--- config.mk ---
export PLATFORM = sky130hd
export DESIGN_NAME = bb3_ctrl
export DESIGN_NICKNAME = d
export VERILOG_FILES = /design/src/sv/bb3_pkg.sv /design/src/sv/bb3_ctrl.sv
export SDC_FILE = /design/constraint.sdc
export NUM_CORES = 1
export LEC_CHECK = 0
export BUFFER_PORTS_ARGS = -buffer_cell sky130_fd_sc_hd__buf_2
export CAP_MARGIN = 20
export CORE_AREA = 3 3 40 42
export DETAILED_ROUTE_END_ITERATION = 10
export DIE_AREA = 0 0 43 45
export PLACE_DENSITY = 0.58
export SKIP_CTS_REPAIR_TIMING = 1
export SLEW_MARGIN = 0
export SYNTH_ARGS = -nofsm -noshare
export SYNTH_HDL_FRONTEND = slang
export SYNTH_SLANG_ARGS = --single-unit
--- constraint.sdc ---
create_clock -name clk_i -period 1.9 [get_ports clk_i]
set_input_delay 0.475 -clock clk_i [delete_from_list [all_inputs] [get_ports clk_i]]
set_output_delay 0.475 -clock clk_i [all_outputs]
set_load 0.02 [all_outputs]
--- src/sv/bb3_pkg.sv ---
// Shared types, constants and helper functions for the 3x3 RGB box blur core.
// No dependencies; every other file refers to it by scoped names.

package bb3_pkg;

  // Frame geometry. MAX_WIDTH must be a power of two so that an address
  // is simply {row, col}.
  localparam int MAX_WIDTH  = 256;
  localparam int MAX_HEIGHT = 256;
  localparam int COL_W      = $clog2(MAX_WIDTH);
  localparam int ROW_W      = $clog2(MAX_HEIGHT);
  localparam int ADDR_W     = ROW_W + COL_W;
  localparam int SIZE_W     = ((COL_W > ROW_W) ? COL_W : ROW_W) + 1;

  // Pixel channels
  localparam int CH_W  = 8;
  localparam int PIX_W = 3 * CH_W;

  // Window sums: up to nine channel values
  localparam int SUM_W = $clog2(9 * ((1 << CH_W) - 1) + 1);
  localparam int CNT_W = 4;

  // Reciprocal scaling for the divide by the window pixel count
  localparam int RECIP_SH = 16;
  localparam int RECIP_W  = RECIP_SH + 1;
  localparam int PROD_W   = SUM_W + RECIP_W;

  // Configuration port
  localparam int CFG_W     = 9;
  localparam int CFG_IDX_W = 1;
  localparam logic [CFG_IDX_W-1:0] REG_IMAGE_WIDTH  = 1'b0;
  localparam logic [CFG_IDX_W-1:0] REG_IMAGE_HEIGHT = 1'b1;
  localparam logic [CFG_W-1:0]     CFG_SIZE_RESET   = 9'd256;

  // Operation codes
  localparam logic OP_WRITE = 1'b0;
  localparam logic OP_READ  = 1'b1;

  // Payloads
  typedef struct packed {
    logic             operation;
    logic [ROW_W-1:0] row;
    logic [COL_W-1:0] col;
    logic [CH_W-1:0]  red_in;
    logic [CH_W-1:0]  green_in;
    logic [CH_W-1:0]  blue_in;
  } in_item_t;

  typedef struct packed {
    logic [CH_W-1:0] red_out;
    logic [CH_W-1:0] green_out;
    logic [CH_W-1:0] blue_out;
  } out_item_t;

  // Controller to datapath commands
  typedef struct packed {
    logic accept;  // input transfer this cycle
    logic setup;   // build the clamped window from the latched position
    logic gather;  // issue one frame store read
    logic divide;  // scale the sums by the reciprocal of the count
  } dp_cmd_t;

  // Datapath to controller status
  typedef struct packed {
    logic last_read;  // current gather address is the window's last pixel
  } dp_status_t;

  // ceil(2^16 / n) for the counts a clamped 3x3 window can have.
  // Exact floor division for every sum below 2^15.
  function automatic logic [RECIP_W-1:0] recip(input logic [CNT_W-1:0] n);
    logic [RECIP_W-1:0] r;
    case (n)
      4'd1:    r = 17'd65536;
      4'd2:    r = 17'd32768;
      4'd3:    r = 17'd21846;
      4'd4:    r = 17'd16384;
      4'd6:    r = 17'd10923;
      4'd9:    r = 17'd7282;
      default: r = '0;
    endcase
    return r;
  endfunction

endpackage

--- src/sv/bb3_ctrl.sv ---
// Sequencer for the box blur core: accepts commands and steps the datapath
// through window setup, gather, divide and result. Uses bb3_pkg.

module bb3_ctrl (
  input  logic                clk_i,
  input  logic                rst_ni,
  input  logic                start,
  input  logic                op_i,
  input  bb3_pkg::dp_status_t status_i,
  output bb3_pkg::dp_cmd_t    cmd_o,
  output logic                busy,
  output logic                done_o
);

  typedef enum logic [5:0] {
    ST_IDLE   = 6'b000001,
    ST_SETUP  = 6'b000010,
    ST_GATHER = 6'b000100,
    ST_DRAIN  = 6'b001000,
    ST_DIVIDE = 6'b010000,
    ST_DONE   = 6'b100000
  } state_e;

  state_e state_q, state_d;
  logic   accept;

  assign accept = start && (state_q == ST_IDLE);

  // Next state; a write finishes in its accept cycle
  always_comb begin
    state_d = state_q;
    unique case (state_q)
      ST_IDLE: begin
        if (accept && (op_i == bb3_pkg::OP_READ)) state_d = ST_SETUP;
      end
      ST_SETUP:  state_d = ST_GATHER;
      ST_GATHER: begin
        if (status_i.last_read) state_d = ST_DRAIN;
      end
      ST_DRAIN:  state_d = ST_DIVIDE;
      ST_DIVIDE: state_d = ST_DONE;
      ST_DONE:   state_d = ST_IDLE;
      default:   state_d = ST_IDLE;
    endcase
  end

  always_ff @(posedge clk_i or negedge rst_ni) begin
    if (!rst_ni) begin
      state_q <= ST_IDLE;
    end else begin
      state_q <= state_d;
    end
  end

  // Commands and status
  always_comb begin
    cmd_o.accept = accept;
    cmd_o.setup  = (state_q == ST_SETUP);
    cmd_o.gather = (state_q == ST_GATHER);
    cmd_o.divide = (state_q == ST_DIVIDE);
  end

  assign busy   = (state_q != ST_IDLE);
  assign done_o = (state_q == ST_DONE);

endmodule

==> flow_results.xml, run 1 <==
<?xml version="1.0" encoding="UTF-8"?>
<metrics>
  <group name="finish">
    <metric name="top_regs" unit="">state_q: 6 flops</metric>
    <metric name="final_cells" unit="">64</metric>
    <metric name="fraction_of_final_layout_cells_sized_beyond_drive_strength_1" unit="%">42.86</metric>
    <metric name="register_name_with_the_most_flops" unit="">state_q</metric>
    <metric name="largest_register_ffs" unit="">6</metric>
    <metric name="antennaDiodeCount" unit="">0</metric>
    <metric name="fin_nets" unit="">55</metric>
    <metric name="design_area" unit="um2">451.7</metric>
    <metric name="areaGrowthSynthToFinish" unit="%">33.21</metric>
  </group>
  <group name="logic_synthesis">
    <metric name="synthesis.area" unit="um2">339.1</metric>
    <metric name="yosys_most_used_dff" unit="">dfrtp_1</metric>
    <metric name="synth.area.top_cells" unit="">dfrtp_1 37%, dfstp_2 7.7%, and4b_1 5.9%</metric>
    <metric name="syn_nets" unit="">40</metric>
    <metric name="synthTopCellsByCount" unit="">5 x dfrtp_1, 3 x and3_1, 3 x nor2_1</metric>
    <metric name="synthArstFlopShare" unit="%">100.0</metric>
    <metric name="synth_edf_count" unit="">0</metric>
    <metric name="synthMostInstantiatedCell" unit="">dfrtp_1</metric>
    <metric name="synth-simple-area-share" unit="%">38.75</metric>
    <metric name="postSynthRegisterBits" unit="">6</metric>
    <metric name="yosys.area.top_type_share" unit="%">36.90</metric>
    <metric name="synth_top_area_cell" unit="">dfrtp_1</metric>
    <metric name="main_combinational_cell_family_by_area_after_synthesis" unit="">simple AND/OR/NAND/NOR gates</metric>
    <metric name="synth_cell_types" unit="">20</metric>
    <metric name="synth_warn" unit="">0</metric>
    <metric name="synth_adder_area_share" unit="%">0</metric>
    <metric name="syn_area_per_cell" unit="um2">9.688</metric>
    <metric name="synth-compound-area-share" unit="%">9.594</metric>
    <metric name="synth-seq-area-share" unit="%">44.65</metric>
    <metric name="syn-instance-count" unit="">35</metric>
    <metric name="synthXorXnorAreaFrac" unit="%">2.583</metric>
    <metric name="muxShareOfSynthArea" unit="%">0</metric>
  </group>
  <group name="pwr">
    <metric name="pwr-share-seq" unit="%">34.3</metric>
    <metric name="switching_part_of_the_total_power" unit="%">34.77</metric>
    <metric name="power_density" unit="nW/um2">1145</metric>
    <metric name="power.switching" unit="mW">0.1799</metric>
    <metric name="power.clock.fraction" unit="%">24.9</metric>
    <metric name="total_leakage_power" unit="nW">0.2379</metric>
    <metric name="vdd.ir_drop.worst" unit="mV">0.3960</metric>
    <metric name="internal-power" unit="mW">0.3375</metric>
    <metric name="power_frac_comb" unit="%">40.8</metric>
  </group>
  <group name="setup_path">
    <metric name="cp.required" unit="ps">1420</metric>
    <metric name="timing.rr.start" unit="">state_q[4]</metric>
    <metric name="critical_path_s_slowest_cell" unit="">dfstp_2</metric>
    <metric name="timing.critical_path.cells" unit="">nor2b_4, and3_4, and2_1, buf_2</metric>
    <metric name="r2r_cells" unit="">3</metric>
    <metric name="timing.setup.critical_path_class" unit="">register to output port</metric>
    <metric name="setup.worst_path.start_class" unit="">register</metric>
    <metric name="crit_fanout" unit="">3</metric>
    <metric name="crit_arrival" unit="ps">1370</metric>
    <metric name="largest_stage_delay_on_the_critical_path" unit="ps">530</metric>
    <metric name="worstReg2RegEnd" unit="">state_q[0]</metric>
    <metric name="worstSetupEndpointType" unit="">output port</metric>
    <metric name="setup.reg_to_reg.worst_slack" unit="ps">710</metric>
  </group>
  <group name="global_routing">
    <metric name="global_route_wire_length_before_repair" unit="um">1069</metric>
    <metric name="antenna_found_initial" unit="">0</metric>
    <metric name="global_route.overflow_total" unit="">0</metric>
    <metric name="global_route.usage.total" unit="%">7.712</metric>
    <metric name="grt_max_degree" unit="">8</metric>
    <metric name="via_count_of_the_first_global_routing_pass" unit="">244</metric>
  </group>
  <group name="sta">
    <metric name="timing_hold_violations_final" unit="">0</metric>
    <metric name="minimum_setup_slack_in_the_final_design" unit="ps">58.96</metric>
    <metric name="worst_pin_slew" unit="ps">254.9</metric>
    <metric name="min_period" unit="ps">1841</metric>
    <metric name="final_setup_violation_count" unit="">0</metric>
    <metric name="timing.fmax" unit="MHz">543.2</metric>
    <metric name="setup_tns" unit="ps">0</metric>
    <metric name="clock_skew" unit="ps">3.902</metric>
    <metric name="timing.slew.headroom" unit="%">83.01</metric>
    <metric name="min_period_over_period" unit="%">96.90</metric>
    <metric name="drv_slew" unit="">0</metric>
  </group>
  <group name="place">
    <metric name="routabilityCongestion" unit="">0.6964</metric>
    <metric name="hpwlAfterDp" unit="um">575.8</metric>
    <metric name="dpl_worst_slack" unit="ps">215.9</metric>
    <metric name="placed_area" unit="um2">400.4</metric>
    <metric name="place.detailed.instances" unit="">59</metric>
    <metric name="placement.io_buffers" unit="">10</metric>
  </group>
  <group name="floorplan">
    <metric name="core_area" unit="um2">1285</metric>
    <metric name="ioPinCount" unit="">11</metric>
    <metric name="die_y" unit="um">45</metric>
    <metric name="std_cell_rows" unit="">13</metric>
    <metric name="fp.dieW" unit="um">43</metric>
    <metric name="die_area" unit="um2">1935</metric>
    <metric name="floorplan.initialDensity" unit="%">26.39</metric>
  </group>
  <group name="detailed_routing">
    <metric name="detail_route.wl_per_cell" unit="um">11.17</metric>
    <metric name="viasPerCell" unit="">4.656</metric>
    <metric name="routed_wire_length" unit="um">715</metric>
    <metric name="vias" unit="">298</metric>
    <metric name="post-route-drc-count" unit="">0</metric>
    <metric name="first_iter_violations" unit="">3</metric>
    <metric name="ant_nets" unit="">0</metric>
    <metric name="firstDrtPassIters" unit="">2</metric>
  </group>
  <group name="clock_network">
    <metric name="worst_skew_pair.late_latency" unit="ps">250</metric>
    <metric name="cts_buffers" unit="">3</metric>
    <metric name="tritoncts" unit="">yes</metric>
    <metric name="ctsHtreeMaxLevel" unit="">1</metric>
    <metric name="clk_transition_reported_paths" unit="ps">50</metric>
    <metric name="clock_path_buffers" unit="">2</metric>
    <metric name="cts.root.buffer_cell" unit="">clkbuf_4</metric>
    <metric name="cts_num_sinks" unit="">6</metric>
  </group>
  <group name="job">
    <metric name="max_cap_violations" unit="">0</metric>
  </group>
  <group name="hold_path">
    <metric name="classification_of_the_worst_slack_hold_path" unit="">primary input to asynchronous set/reset pin</metric>
  </group>
  <group name="outcome">
    <metric name="run_status" unit="">completed</metric>
  </group>
</metrics>
==> worst max-delay path by stage <==
stage | endpoint | startpoint | slack (ps)
5_1_grt | cmd_o[3] | state_q[2] | -10
6_report | cmd_o[3] | state_q[0] | 60
2_1_floorplan | cmd_o[3] | state_q[0] | 310
3_3_place_gp | cmd_o[3] | state_q[0] | 250
4_1_cts | cmd_o[3] | state_q[0] | -40
3_5_place_dp | cmd_o[3] | state_q[0] | 220
==> power by group through the flow <==
stage	combinational, mW	clock, mW	sequential, mW
after floorplan	0.132	0	0.179
final	0.211	0.129	0.177
after detailed placement	0.168	0	0.185
after CTS	0.169	0.134	0.181
after global placement	0.166	0	0.183
after global routing	0.233	0.137	0.181
==> cell families (layout without fill, tap and decap cells) <==
group | Yosys count | in the layout
simple gates | 20 | 20
flops | 6 | 6
xor+xnor | 1 | 1
buf+inv | 3 | 17
compound gates | 5 | 5
==> area by class of cell <==
cell class                      instances  area (um2)
Clock buffer                            4       26.28
Fill cell                             145       833.3
Multi-Input combinational cell         26       190.2
Tap cell                               15       18.77
Inverter                                2       7.507
Sequential cell                         6       151.4
Timing Repair Buffer                   11       57.56
==> cells in the final DEF, fill, tap and decap left out, types with 2 or more instances in the layout <==
cell type,count
and2_1,2
nor2_2,2
clkbuf_4,3
nor3b_1,2
and4b_1,2
and3_1,2
buf_2,10
inv_1,2
o21ai_0,2
nor3_1,2
dfrtp_1,5
==> critical path, delay by kind of cell, from the launching register on <==
kind,cells,cell delay [ps]
buffers and inverters,1,150
flip-flops,1,530
AND/OR/NAND/NOR,3,440
==> through the flow <==
| step | util, % | power (mW) | hold WS (ps) |
|---|---|---|---|
| after global routing | 35.15 | 0.5512 | 47.43 |
| after CTS | 33.20 | 0.4847 | 36.26 |
| after floorplan | - | 0.3107 | 179.4 |
| after detailed placement | 31.16 | 0.3526 | 301.7 |
| final | 35.15 | 0.5174 | 38.82 |
| after global placement | 31.16 | 0.3492 | 301.1 |
==> layer usage <==
metal	global-route usage (%)	routed length (um)	vias up
met5	0	0	-
met3	3.187	56	2
met2	10.48	306	10
met4	5.422	16	0
met1	9.828	336	132
li1	-	-	154
Note: power is estimated with default switching activity, not from simulation.
==> inputs of run 2 (changes only) <==
==> constraint.sdc (replaced) <==
create_clock -name clk_i -period 2 [get_ports clk_i]
set_input_delay 0.5 -clock clk_i [delete_from_list [all_inputs] [get_ports clk_i]]
set_output_delay 0.5 -clock clk_i [all_outputs]
set_load 0.02 [all_outputs]
==> run 2 against run 1 <==
Effect of this change: combinational power decreased by 18%; die area stayed put; flip-flop and latch count did not move; critical path depth is the same; largest power group is now registers; clock-buffer cell count unchanged.
==> flow_results.xml, run 2 (synthesis results as in run 1) <==
<?xml version="1.0" encoding="UTF-8"?>
<metrics>
  <group name="outcome">
    <metric name="run_status" unit="">completed</metric>
  </group>
  <group name="place">
    <metric name="place.detailed.instances" unit="">59</metric>
    <metric name="routabilityCongestion" unit="">0.6964</metric>
    <metric name="hpwlAfterDp" unit="um">575.8</metric>
    <metric name="placement.io_buffers" unit="">10</metric>
  </group>
  <group name="global_routing">
    <metric name="grt_max_degree" unit="">8</metric>
    <metric name="antenna_found_initial" unit="">0</metric>
    <metric name="global_route.usage.total" unit="%">7.712</metric>
    <metric name="via_count_of_the_first_global_routing_pass" unit="">244</metric>
    <metric name="global_route_wire_length_before_repair" unit="um">1069</metric>
    <metric name="global_route.overflow_total" unit="">0</metric>
  </group>
  <group name="floorplan">
    <metric name="ioPinCount" unit="">11</metric>
    <metric name="die_y" unit="um">45</metric>
    <metric name="die_area" unit="um2">1935</metric>
    <metric name="std_cell_rows" unit="">13</metric>
    <metric name="fp.dieW" unit="um">43</metric>
    <metric name="core_area" unit="um2">1285</metric>
    <metric name="floorplan.initialDensity" unit="%">26.39</metric>
  </group>
  <group name="detailed_routing">
    <metric name="routed_wire_length" unit="um">679</metric>
    <metric name="post-route-drc-count" unit="">0</metric>
    <metric name="firstDrtPassIters" unit="">4</metric>
    <metric name="detail_route.wl_per_cell" unit="um">10.78</metric>
    <metric name="vias" unit="">290</metric>
    <metric name="viasPerCell" unit="">4.603</metric>
    <metric name="first_iter_violations" unit="">5</metric>
    <metric name="ant_nets" unit="">0</metric>
  </group>
  <group name="setup_path">
    <metric name="worstReg2RegEnd" unit="">state_q[0]</metric>
    <metric name="r2r_cells" unit="">3</metric>
    <metric name="setup.reg_to_reg.worst_slack" unit="ps">800</metric>
    <metric name="crit_fanout" unit="">4</metric>
    <metric name="setup.worst_path.start_class" unit="">register</metric>
    <metric name="timing.rr.start" unit="">state_q[0]</metric>
    <metric name="worstSetupEndpointType" unit="">output port</metric>
    <metric name="crit_arrival" unit="ps">1430</metric>
    <metric name="cp.required" unit="ps">1500</metric>
    <metric name="timing.setup.critical_path_class" unit="">register to output port</metric>
  </group>
  <group name="clock_network">
    <metric name="ctsHtreeMaxLevel" unit="">1</metric>
    <metric name="cts_buffers" unit="">3</metric>
    <metric name="cts.root.buffer_cell" unit="">clkbuf_4</metric>
    <metric name="worst_skew_pair.late_latency" unit="ps">250</metric>
    <metric name="clock_path_buffers" unit="">2</metric>
    <metric name="clk_transition_reported_paths" unit="ps">50</metric>
    <metric name="tritoncts" unit="">yes</metric>
    <metric name="cts_num_sinks" unit="">6</metric>
  </group>
  <group name="sta">
    <metric name="rsz0062_at_grt" unit="">no</metric>
    <metric name="timing_hold_violations_final" unit="">0</metric>
    <metric name="worst_pin_slew" unit="ps">216.8</metric>
    <metric name="clock_skew" unit="ps">3.298</metric>
    <metric name="min_period_over_period" unit="%">96.46</metric>
    <metric name="timing.slew.headroom" unit="%">85.49</metric>
    <metric name="final_setup_violation_count" unit="">0</metric>
    <metric name="setup_tns" unit="ps">0</metric>
    <metric name="min_period" unit="ps">1929</metric>
    <metric name="timing.fmax" unit="MHz">518.3</metric>
    <metric name="worst_hold_slack" unit="ps">64.45</metric>
    <metric name="drv_slew" unit="">0</metric>
  </group>
  <group name="finish">
    <metric name="register_name_with_the_most_flops" unit="">state_q</metric>
    <metric name="most-common-layout-cells" unit="">10 x buf_2, 5 x dfrtp_1, 3 x nor2_1, 3 x clkbuf_4</metric>
    <metric name="fraction_of_final_layout_cells_sized_beyond_drive_strength_1" unit="%">37.50</metric>
    <metric name="largest_register_ffs" unit="">6</metric>
    <metric name="areaGrowthSynthToFinish" unit="%">28.04</metric>
    <metric name="antennaDiodeCount" unit="">0</metric>
    <metric name="fin_nets" unit="">54</metric>
    <metric name="final_core_util" unit="%">33.79</metric>
    <metric name="final_cells" unit="">63</metric>
    <metric name="top_regs" unit="">state_q: 6 flops</metric>
    <metric name="final_common_cell" unit="">buf_2</metric>
  </group>
  <group name="pwr">
    <metric name="total_leakage_power" unit="nW">0.2255</metric>
    <metric name="design_power_total" unit="mW">0.4671</metric>
    <metric name="vdd.ir_drop.worst" unit="mV">0.3249</metric>
    <metric name="power_density" unit="nW/um2">1076</metric>
  </group>
  <group name="job">
    <metric name="max_cap_violations" unit="">0</metric>
  </group>
  <group name="hold_path">
    <metric name="classification_of_the_worst_slack_hold_path" unit="">primary input to asynchronous set/reset pin</metric>
  </group>
</metrics>
## run 2: worst max path at each step
| stage | startpoint | endpoint | slack (ps) | cells after the start |
|---|---|---|---|---|
| floorplan | state_q[0] | cmd_o[3] | 380 | 4 |
| global placement | state_q[0] | cmd_o[3] | 320 | 4 |
| detailed placement | state_q[0] | cmd_o[3] | 290 | 4 |
| CTS | state_q[0] | cmd_o[3] | 30 | 4 |
| global route | state_q[2] | cmd_o[3] | 5 | 4 |
| finish | state_q[0] | cmd_o[3] | 70 | 4 |
## run 2: through the flow
step | instance area, um2 | setup WS, ps
2_1_floorplan | 339.1 | 381.0
5_1_grt | 434.2 | 5.328
6_report | 434.2 | 70.74
3_3_place_gp | 400.4 | 325.0
3_5_place_dp | 400.4 | 290.9
4_1_cts | 426.7 | 32.90
## run 2: critical path: stages (launching register included)
cell,delay [ps]
dfstp_2,570
nor2b_2,160
and3_4,200
and2_1,110
buf_2,150
## run 2: metal layers
layer  GRT usage (%)  part of all wire (%)  vias up
li1                -                     -      152
met1           9.828                    48      126
met2           10.48                    42       10
met3           3.187                   8.2        2
met4           5.422                   2.4        0
met5               0                     0        -
## run 2: area by class of cell
type | count | area (um2)
fill | 143 | 850.8
multi-input combinational | 26 | 180.2
sequential | 6 | 151.4
timing repair buffer | 10 | 50.05
clock buffer | 4 | 26.28
tap | 15 | 18.77
inverter | 2 | 7.507
## run 2: power by group
group          internal, mW  switching, mW
logic                0.0797         0.0919
registers             0.146         0.0271
clock network        0.0757         0.0464
total                 0.302          0.165
